$ cat config.mk
export PLATFORM = sky130hd
export DESIGN_NAME = seven_segment_mux_display
export DESIGN_NICKNAME = d
export VERILOG_FILES = /design/src/design/ssmd_pkg.sv /design/src/design/seven_segment_mux_display.sv
export SDC_FILE = /design/constraint.sdc
export NUM_CORES = 1
export LEC_CHECK = 0
export ABC_AREA = 1
export BUFFER_PORTS_ARGS = -buffer_cell sky130_fd_sc_hd__buf_2
export CORE_ASPECT_RATIO = 0.75
export CORE_UTILIZATION = 47
export CTS_BUF_LIST = sky130_fd_sc_hd__clkbuf_8
export DETAILED_ROUTE_END_ITERATION = 10
export GPL_TIMING_DRIVEN = 0
export PLACE_DENSITY_LB_ADDON = 0.2
export SLEW_MARGIN = 40
export SYNTH_ARGS = -nofsm -noshare
export SYNTH_HDL_FRONTEND = slang
export SYNTH_SLANG_ARGS = --single-unit
$ cat constraint.sdc
create_clock -name i_clk -period 7.85 [get_ports i_clk]
set_clock_uncertainty 0.1 [all_clocks]
set_input_delay 0 -clock i_clk [delete_from_list [all_inputs] [get_ports i_clk]]
set_output_delay 0 -clock i_clk [all_outputs]
set_load 0.1 [all_outputs]
$ cat src/design/ssmd_pkg.sv
// Shared types, constants and the segment font for the seven-segment scan driver.
package ssmd_pkg;

    // Digit count and the widths that follow from it
    localparam int unsigned NUM_DIGITS = 3;
    localparam int unsigned POS_W      = 2;
    localparam int unsigned SEG_W      = 8;
    localparam int unsigned BIT_IDX_W  = 3;
    localparam int unsigned VALUE_W    = 16;
    localparam int unsigned SAT_W      = 10;

    // Largest number three digits can show
    localparam logic [SAT_W-1:0] MAX_VALUE = 10'd999;

    // Reciprocal constants: x*41>>12 is x/100 and x*205>>11 is x/10 for x <= 999
    localparam logic [5:0] RECIP_100 = 6'd41;
    localparam logic [7:0] RECIP_10  = 8'd205;

    // Reset look: digit 1 carries the point, giving "00.0"
    localparam logic [POS_W-1:0] POINT_RESET = 2'd1;

    // Highest and lowest bit positions of a segment byte
    localparam logic [BIT_IDX_W-1:0] BIT_FIRST = 3'd7;
    localparam logic [BIT_IDX_W-1:0] BIT_LAST  = 3'd0;

    // Request kinds
    typedef enum logic {
        OP_TICK = 1'b0,
        OP_LOAD = 1'b1
    } t_opcode;

    // Segment byte for one decimal digit: bit7..bit1 = a..g, bit0 = point
    function automatic logic [SEG_W-1:0] seg_font(input logic [3:0] digit);
        logic [SEG_W-1:0] seg;
        unique case (digit)
            4'd0:    seg = 8'b1111_1100;
            4'd1:    seg = 8'b0110_0000;
            4'd2:    seg = 8'b1101_1010;
            4'd3:    seg = 8'b1111_0010;
            4'd4:    seg = 8'b0110_0110;
            4'd5:    seg = 8'b1011_0110;
            4'd6:    seg = 8'b1011_1110;
            4'd7:    seg = 8'b1110_0000;
            4'd8:    seg = 8'b1111_1110;
            4'd9:    seg = 8'b1111_0110;
            default: seg = 8'b0000_0000;
        endcase
        return seg;
    endfunction

endpackage

$ cat src/design/seven_segment_mux_display.sv
// Top level: three-digit multiplexed seven-segment driver with serial segment output.
//
// A load request (tuser = 1) saturates tdata at 999, splits it into hundreds, tens and
// ones and stores one segment byte per digit, the decimal point set on the digit chosen
// by the point register; it is absorbed in the input stage and gives no
// output. A tick request (tuser = 0) shifts the byte of the current scan digit out MSB
// first as eight output beats, one per cycle when the sink is ready; the eighth beat
// carries tlast and the one-hot digit select. The scan pointer moves on to the next
// digit when the tick starts. The output shift register sets the rate: a tick holds it
// until its last beat is taken, and the next tick waits in the input register until
// then, while a load does not wait for it. A point change applies from the next load on.
module seven_segment_mux_display (
    input  logic        i_clk,
    input  logic        i_rst_n,
    // configuration: point digit
    input  logic        i_cfg_wr_en,
    input  logic [1:0]  i_cfg_wr_data,
    // input requests
    input  logic        s_axis_tvalid,
    output logic        s_axis_tready,
    input  logic [15:0] s_axis_tdata,   // [15:0] display_value
    input  logic        s_axis_tuser,   // [0] opcode
    // output beats
    output logic        m_axis_tvalid,
    input  logic        m_axis_tready,
    output logic [7:0]  m_axis_tdata,   // [0] serial_bit, [3:1] bit_index,
                                        // [6:4] digit_enable, [7] zero
    output logic        m_axis_tlast    // latch_last
);

    // Configuration
    logic [ssmd_pkg::POS_W-1:0]   r_point;

    // Input register
    logic                          r_in_valid;
    ssmd_pkg::t_opcode             r_in_op;
    logic [ssmd_pkg::VALUE_W-1:0]  r_in_value;

    // Segment store and scan pointer
    logic [ssmd_pkg::SEG_W-1:0]    r_store [ssmd_pkg::NUM_DIGITS];
    logic [ssmd_pkg::POS_W-1:0]    r_scan;

    // Output shift register
    logic                          r_out_valid;
    logic [ssmd_pkg::SEG_W-1:0]    r_byte;
    logic [ssmd_pkg::BIT_IDX_W-1:0] r_bit_idx;
    logic [ssmd_pkg::POS_W-1:0]    r_pos;

    // Next values
    logic                          n_in_valid;
    logic                          n_out_valid;
    logic [ssmd_pkg::SEG_W-1:0]    n_byte;
    logic [ssmd_pkg::BIT_IDX_W-1:0] n_bit_idx;
    logic [ssmd_pkg::POS_W-1:0]    n_pos;
    logic [ssmd_pkg::POS_W-1:0]    n_scan;

    // Handshake helpers
    logic in_acc;
    logic out_acc;
    logic out_last;
    logic shift_free;
    logic in_done;
    logic do_load;
    logic do_tick;

    // Digit split
    logic [ssmd_pkg::SAT_W-1:0] sat_value;
    logic [15:0]                prod_100;
    logic [17:0]                prod_10;
    logic [3:0]                 dig_hund;
    logic [6:0]                 quot_10;
    logic [6:0]                 hund_x10;
    logic [ssmd_pkg::SAT_W-1:0] quot_x10;
    logic [6:0]                 tens_full;
    logic [ssmd_pkg::SAT_W-1:0] ones_full;
    logic [3:0]                 dig [ssmd_pkg::NUM_DIGITS];

    // Handshakes
    assign out_last   = (r_bit_idx == ssmd_pkg::BIT_LAST);
    assign out_acc    = r_out_valid && m_axis_tready;
    assign shift_free = !r_out_valid || (m_axis_tready && out_last);
    assign do_load    = r_in_valid && (r_in_op == ssmd_pkg::OP_LOAD);
    assign do_tick    = r_in_valid && (r_in_op == ssmd_pkg::OP_TICK) && shift_free;
    assign in_done    = do_load || do_tick;
    assign s_axis_tready = !r_in_valid || in_done;
    assign in_acc     = s_axis_tvalid && s_axis_tready;

    // Saturate and split into decimal digits by reciprocal multiplication
    always_comb begin
        sat_value = (r_in_value > 16'(ssmd_pkg::MAX_VALUE)) ? ssmd_pkg::MAX_VALUE
                                                            : r_in_value[ssmd_pkg::SAT_W-1:0];
        prod_100  = 16'(sat_value) * 16'(ssmd_pkg::RECIP_100);
        prod_10   = 18'(sat_value) * 18'(ssmd_pkg::RECIP_10);
        dig_hund  = prod_100[15:12];
        quot_10   = prod_10[17:11];
        hund_x10  = 7'(dig_hund) * 7'd10;
        quot_x10  = 10'(quot_10) * 10'd10;
        tens_full = quot_10 - hund_x10;
        ones_full = sat_value - quot_x10;
        dig[0]    = dig_hund;
        dig[1]    = tens_full[3:0];
        dig[2]    = ones_full[3:0];
    end

    // Shift register and scan pointer control
    always_comb begin
        n_in_valid  = in_acc || (r_in_valid && !in_done);
        n_out_valid = r_out_valid;
        n_byte      = r_byte;
        n_bit_idx   = r_bit_idx;
        n_pos       = r_pos;
        n_scan      = r_scan;
        priority if (do_tick) begin
            // start a new byte at the current scan digit
            n_out_valid = 1'b1;
            n_byte      = r_store[r_scan];
            n_bit_idx   = ssmd_pkg::BIT_FIRST;
            n_pos       = r_scan;
            n_scan      = (r_scan == ssmd_pkg::POS_W'(ssmd_pkg::NUM_DIGITS - 1))
                          ? '0 : r_scan + 1'b1;
        end else if (out_acc) begin
            // advance to the next bit, or drop after the last
            if (out_last) begin
                n_out_valid = 1'b0;
            end else begin
                n_bit_idx = r_bit_idx - 1'b1;
            end
        end else begin
            // hold the current beat
            n_bit_idx = r_bit_idx;
        end
    end

    // Control registers
    always_ff @(posedge i_clk) begin
        if (!i_rst_n) begin
            r_point     <= ssmd_pkg::POINT_RESET;
            r_in_valid  <= 1'b0;
            r_out_valid <= 1'b0;
            r_scan      <= '0;
        end else begin
            if (i_cfg_wr_en) begin
                r_point <= i_cfg_wr_data;
            end
            r_in_valid  <= n_in_valid;
            r_out_valid <= n_out_valid;
            r_scan      <= n_scan;
        end
    end

    // Segment store: reset shows "00.0", load rewrites all digits
    always_ff @(posedge i_clk) begin
        for (int d = 0; d < ssmd_pkg::NUM_DIGITS; d++) begin
            if (!i_rst_n) begin
                r_store[d] <= ssmd_pkg::seg_font(4'd0) |
                              {7'd0, (ssmd_pkg::POS_W'(d) == ssmd_pkg::POINT_RESET)};
            end else if (do_load) begin
                r_store[d] <= ssmd_pkg::seg_font(dig[d]) |
                              {7'd0, (ssmd_pkg::POS_W'(d) == r_point)};
            end
        end
    end

    // Payload registers
    always_ff @(posedge i_clk) begin
        if (in_acc) begin
            r_in_op    <= ssmd_pkg::t_opcode'(s_axis_tuser);
            r_in_value <= s_axis_tdata;
        end
        r_byte    <= n_byte;
        r_bit_idx <= n_bit_idx;
        r_pos     <= n_pos;
    end

    // Output beat
    assign m_axis_tvalid = r_out_valid;
    assign m_axis_tlast  = out_last;
    assign m_axis_tdata  = {1'b0,
                            (out_last ? (3'd1 << r_pos) : 3'd0),
                            r_bit_idx,
                            r_byte[r_bit_idx]};

`ifndef NO_ASSERTIONS
    a_scan_range: assert property (@(posedge i_clk) disable iff (!i_rst_n)
        r_scan < ssmd_pkg::POS_W'(ssmd_pkg::NUM_DIGITS))
        else $error("scan pointer out of range");

    a_select_last: assert property (@(posedge i_clk) disable iff (!i_rst_n)
        (m_axis_tvalid && m_axis_tlast) |-> $onehot(m_axis_tdata[6:4]))
        else $error("last beat without one-hot digit select");

    a_select_off: assert property (@(posedge i_clk) disable iff (!i_rst_n)
        (m_axis_tvalid && !m_axis_tlast) |-> (m_axis_tdata[6:4] == 3'd0))
        else $error("digit select on while shifting");

    a_bit_step: assert property (@(posedge i_clk) disable iff (!i_rst_n)
        (r_out_valid && m_axis_tready && !out_last) |=>
            (r_out_valid && (r_bit_idx == $past(r_bit_idx) - 3'd1)))
        else $error("bit index did not step down");

    a_tick_waits: assert property (@(posedge i_clk) disable iff (!i_rst_n)
        (r_in_valid && (r_in_op == ssmd_pkg::OP_TICK) && r_out_valid && !out_last)
            |-> !s_axis_tready)
        else $error("tick taken while a byte is mid-shift");
`endif

endmodule
# --- Word level (Yosys, flattened, before mapping) ---
# Memory sizes are Yosys's and may differ from the RTL's. A register that Yosys moved wholly into a read port is not among the register bits.
# Index checks and enable logic that the tools add are counted.
word_totals:
  reg_bits: 28
  ram_bits: 24
  mem_bits_ro: 336
  input_bits: 24
  out_inout_bits: 11
  word_cells: 75
  n_memories: 4
mem_list:
  columns: ["name", "words", "width", "read_ports", "rd_ports_with_merged_regs", "write_ports", "line", "source"]
  rows:
  - ["(no name shown)", 16, 7, 1, 0, 0, "ssmd_pkg.sv:35", "unique case (digit)"]
  - ["(no name shown)", 16, 7, 1, 0, 0, "ssmd_pkg.sv:35", null]
  - ["(no name shown)", 16, 7, 1, 0, 0, "ssmd_pkg.sv:35", null]
  - ["r_store", 3, 8, 1, 1, 3, "seven_segment_mux_display.sv:40", "logic [ssmd_pkg::SEG_W-1:0] r_store [ssmd_pkg::NUM_DIGITS];"]
classes:
  add_sub_neg: 4
  mul: 4
  magnitude_cmp: 2
  eq_ne: 3
  shift: 1
  mux: 21
  bitwise_logic: 8
  reduce_logical: 20
op_table:
  columns: ["op", "n"]
  rows:
  - ["$mux 8", 9]
  - ["$or 8x1->8", 3]
  - ["$mul 10x8->18 const B", 1]
  - ["$gt 16x10->1 const B", 1]
  - ["$mul 10x6->16 const B", 1]
  - ["$mux 10", 1]
  - ["$mux 1", 8]
  - ["$sub 4x4->4", 2]
  - ["$logic_and 1x1->1", 7]
  - ["$mul 7x3->3 const B", 1]
  - ["$logic_or 1x1->1", 4]
  - ["$lt 3x4->1 const B", 1]
  - ["$mul 4x3->3 const B", 1]
  - ["$reduce_and 2->1", 2]
  - ["$reduce_bool 2->1", 2]
  - ["$bmux 1 s3", 1]
  - ["$logic_not 1->1", 3]
  - ["$logic_not 3->1", 1]
  - ["$mux 3", 1]
  - ["$or 1x1->1", 3]
  - ["$shl 1x2->3 const A", 1]
  - ["$sub 3x1->3 const B", 1]
  - ["$add 2x1->2 const B", 1]
  - ["$eq 1x2->1 const A", 1]
  - ["other kinds (5)", 6]

# --- Logic depth before layout (Yosys ltp) ---
# An unclocked memory read counts as a cell.
logic_depth:
  ltp_word: 10
  mapped_depth: 38
  mapped_depth_nobuf: 38

# --- Worst setup path before layout ---
# No wires, ideal clock.
synth_path:
  kind: "flip-flop to flip-flop"
  start: "reg r_in_value[11] in the netlist's numbering"
  end: "mem r_store[1][6] in the netlist's numbering (data pin)"
  setup_ns: 0.271
  arrival_ns: 5.761
  t_required_ns: 7.479
  slack_ns: 1.718
  stages_incl_launch_ff: 33
  path_buffers: 0
  period_less_slack_ns: 6.132
  cell_sequence: "edfxtp_1 -> or2_4 -> nor2_8 -> nand2_4 -> nor2_1 -> inv_1 -> ha_1 -> xor2_1 -> ha_1 -> fa_1 -> inv_1 -> fa_1 -> inv_1 -> ha_1 -> a21oi_1 -> nor2_1 -> nor2_2 -> nand2_1 -> a21oi_2 -> xor2_2 -> ha_1 -> inv_1 -> fa_1 -> xnor2_1 -> xnor2_1 -> xor2_1 -> nand3_1 -> nand2_1 -> inv_1 -> nand2_1 -> nand2_1 -> o21ai_0 -> nand3_1"
synth_lines:
  columns: ["item", "line", "source"]
  rows:
  - ["start, declared", "seven_segment_mux_display.sv:37", "logic [ssmd_pkg::VALUE_W-1:0] r_in_value;"]
  - ["start signal, assigned", "seven_segment_mux_display.sv:168", "r_in_value <= s_axis_tdata;"]
  - ["end, declared", "seven_segment_mux_display.sv:40", null]

==> summary.txt <==
Logic synthesis
  • Largest area contributor in the netlist: edfxtp_1
  • Syn Inst Count: 598
  • Mapped Area: 5200 um2
  • Post-synthesis net count: 732
  • Post-synthesis sequential area ratio: 32.9%
  • Cell variety after synth: 35
  • Synthesis-stage register bit count: 60
  • Syn avg cell area: 8.70 um2
  • Ranking of synthesized cells by area: edfxtp_1 29%, ha_1 21%, nand2_1 8.7%
  • Post-synth top area share: 29.4%
  • Synth warn: 0

Power and ir drop
  • Peak supply drop: 124 uV
  • Power per cell area: 183 nW/um2
  • Switching portion of total power: 36.2%
  • Net Sw Power: 401 uW
  • Cell Int Power: 706 uW
  • Clk pwr share: 29.3%
  • Pleak: 2.98 nW
  • Combinational power share: 36.4%
  • Flop pwr share: 34.3%

Drt
  • Initial DRC count: 251
  • Wire per inst: 13.6 um
  • Drt drc: 0
  • DRT Pass-1 Iters: 5
  • Vias per inst: 4.98
  • DRT antenna net count: 0
  • Total wire length: 11.0 mm
  • Detailed-route via count: 4032

Floorplanning
  • Num rows: 32
  • Initial Util: 49.4%
  • DIE AREA: 11500 um2
  • Die Y-Extent: 93.1 um
  • Core box area: 10500 um2
  • Die W: 123 um
  • I/O Pins: 35

CTS
  • Setup Buffers After CTS: 0
  • TritonCTS clock tree: yes
  • Clk_lat worst skew: 340 ps
  • Post-CTS Resized: 0
  • Root buf cell: clkbuf_8
  • H-tree depth: 3
  • CTS Hold Buffers Added: 26
  • Clock input transition at the sequential cells of the worst setup and hold paths: 60 ps
  • CTS Buf Count: 9
  • Largest buffer count on any clock path: 2
  • Clock sink total: 60

Setup path
  • Required @ worst endpoint: 7820 ps
  • Critical Path Sink Type: flop
  • Critical path's largest stage delay: 550 ps
  • Slowest stage cell on the critical path: fa_1
  • Crit start category: flop
  • Worst Path Max Fanout: 10
  • Setup Crit Path Kind: flop to flop
  • Critical Path AT: 6950 ps

STA
  • Maximum clock frequency: 0.143 GHz
  • Final Hold Vio Count: 0
  • Finish-stage setup viols: 0
  • Unrepaired setup endpoints after global routing: no
  • Setup ws final: 866 ps
  • Slew headroom: 51.6%
  • Final TNS setup: 0 ps
  • Tmin final: 6980 ps
  • Worst Tran Pin Value: 724 ps
  • Tcrit/Tclk final: 89.0%
  • Max-slew violations: 0
  • Min Hold Slack: 259 ps

Global route
  • GRT Resource Usage Total: 21.7%
  • Initial antenna violation count: 0
  • First-pass GRT wire length: 18.7 mm
  • Vias in the first global route: 3974
  • Pin count of the biggest net entering global routing: 25
  • Grt ovf: 0

Layout
  • N_diodes: 0
  • Filler Cell Count: 969
  • Area delta synth->final: 15.9%
  • Nets: 802
  • Cell Count, Final, Fillers Out: 809
  • Fraction of layout cells with a size suffix above 1: 10.1%
  • Design area: 6030 um2

Placed design
  • Placed cell count: 767
  • IO Port Bufs: 33
  • Placed Area: 5540 um2
  • GP Congestion: 0.854
  • Hpwl dp: 8.87 mm
  • Place WS: 897 ps

Job
  • Max Cap Viol: 0

Hold path
  • Worst Hold Class: input pin to flop

Run status
  • Outcome: finished, final reports clean
==> kinds of logic (layout without fill, tap and decap cells) <==
group | Yosys count | after routing | synth area share (%)
adders and majority gates | 110 | 110 | 29.5
DFF | 60 | 60 | 32.9
AOI/OAI and AO/OA | 49 | 49 | 5.22
and+or+nand+nor | 249 | 249 | 21.6
xor gates and xnor gates | 12 | 12 | 2.16
buffers and inverters | 117 | 192 | 8.54
other | 1 | 1 | 0.0721
==> layer usage <==
metal | track usage [%] | vias up | routed length [um] | share of wire (%)
li1 | - | 2082 | - | -
met1 | 32.0 | 1843 | 5610 | 51
met2 | 32.5 | 97 | 4690 | 42
met3 | 4.57 | 10 | 623 | 5.6
met4 | 4.32 | 0 | 119 | 1.1
met5 | 0 | - | 0 | 0
==> layout by cell type (no fill, tap or decap), types with 2 or more instances in the layout <==
cell,count
a21o_1,2
a21oi_1,16
a21oi_2,2
a31oi_1,2
buf_2,33
bufinv_16,3
clkbuf_1,2
clkbuf_8,9
clkinv_1,2
clkinv_2,2
dfxtp_1,9
dlygate4sd3_1,26
edfxtp_1,51
fa_1,21
ha_1,89
inv_1,114
nand2_1,119
nand2_2,2
nand2_4,4
nand3_1,49
nand3_4,2
nand3b_1,2
nand4_1,5
nor2_1,52
nor3_1,4
o211ai_1,2
o21ai_0,22
or2_2,5
or2_4,2
xnor2_1,7
xor2_1,4
==> power by group through the flow <==
stage / Sequential (mW) / Combinational [mW] / Clock [mW]
after floorplan: 0.409 / 0.286 / 0
after global placement: 0.385 / 0.378 / 0
after detailed placement: 0.386 / 0.390 / 0
after CTS: 0.379 / 0.402 / 0.331
after global routing: 0.382 / 0.458 / 0.344
final: 0.379 / 0.403 / 0.324
==> through the flow <==
stage	total power, mW	util [%]
finish	1.11	57.3
global route	1.18	57.3
CTS	1.11	57.3
detailed placement	0.776	52.6
global placement	0.763	52.6
floorplan	0.695	-
==> cell usage after synthesis <==
library cell	number
nand2_1	120
inv_1	113
ha_1	89
nor2_1	52
edfxtp_1	51
nand3_1	49
o21ai_0	22
fa_1	21
a21oi_1	16
dfxtp_1	9
xnor2_1	7
nand4_1	5
or2_2	5
nand2_4	4
nor3_1	4
xor2_1	4
a21o_1	2
a21oi_2	2
a31oi_1	2
clkbuf_1	2
nand3_4	2
nand3b_1	2
o211ai_1	2
or2_4	2
a22oi_1	1
buf_4	1
clkinv_2	1
conb_1	1
nand2_2	1
nor2_2	1
nor2_8	1
nor4_1	1
o21bai_1	1
o22ai_1	1
xor2_2	1
==> area by class of cell <==
type / instances / area [um2] / share of cell area [%]
clock buffers: 9 / 124 / 2.05
multi-input cells: 421 / 3050 / 50.6
inverters: 114 / 429 / 7.12
plain buffers: 3 / 15.0 / 0.249
clock inverters: 7 / 106 / 1.76
repair buffers: 59 / 425 / 7.05
well taps: 136 / 170 / 2.82
flip-flops and latches: 60 / 1710 / 28.4
==> state kept, by name (all words and copies together), names as in the netlist <==
name           count
r_byte             8
m_axis_tvalid      1
r_in_value        16
r_scan             2
r_point            2
r_in_op            1
r_store           24
r_in_valid         1
r_bit_idx          3
r_pos              2
==> worst paths after layout <==
path | startpoint | end | slack (ps) | cells after the start
worst max-delay path | r_in_value[4] | r_store[1][6] | 870 | 33
worst min-delay path | s_axis_tdata[1] | r_in_value[1] | 260 | 2
worst max register to register | r_in_value[4] | r_store[1][6] | 870 | 33
worst min register to register | r_scan[1] | r_pos[1] | 370 | 0
==> worst max-delay path, delay by kind of cell (launching register included) <==
kind	cells	cell delay, ps
buffers and inverters	5	450
XOR/XNOR	5	1050
AND/OR/NAND/NOR	13	1580
flip-flops	1	450
adder cells (fa/ha/maj)	7	2580
AO/OA/AOI/OAI	3	480
No activity file was read; power rests on OpenSTA's default activity.
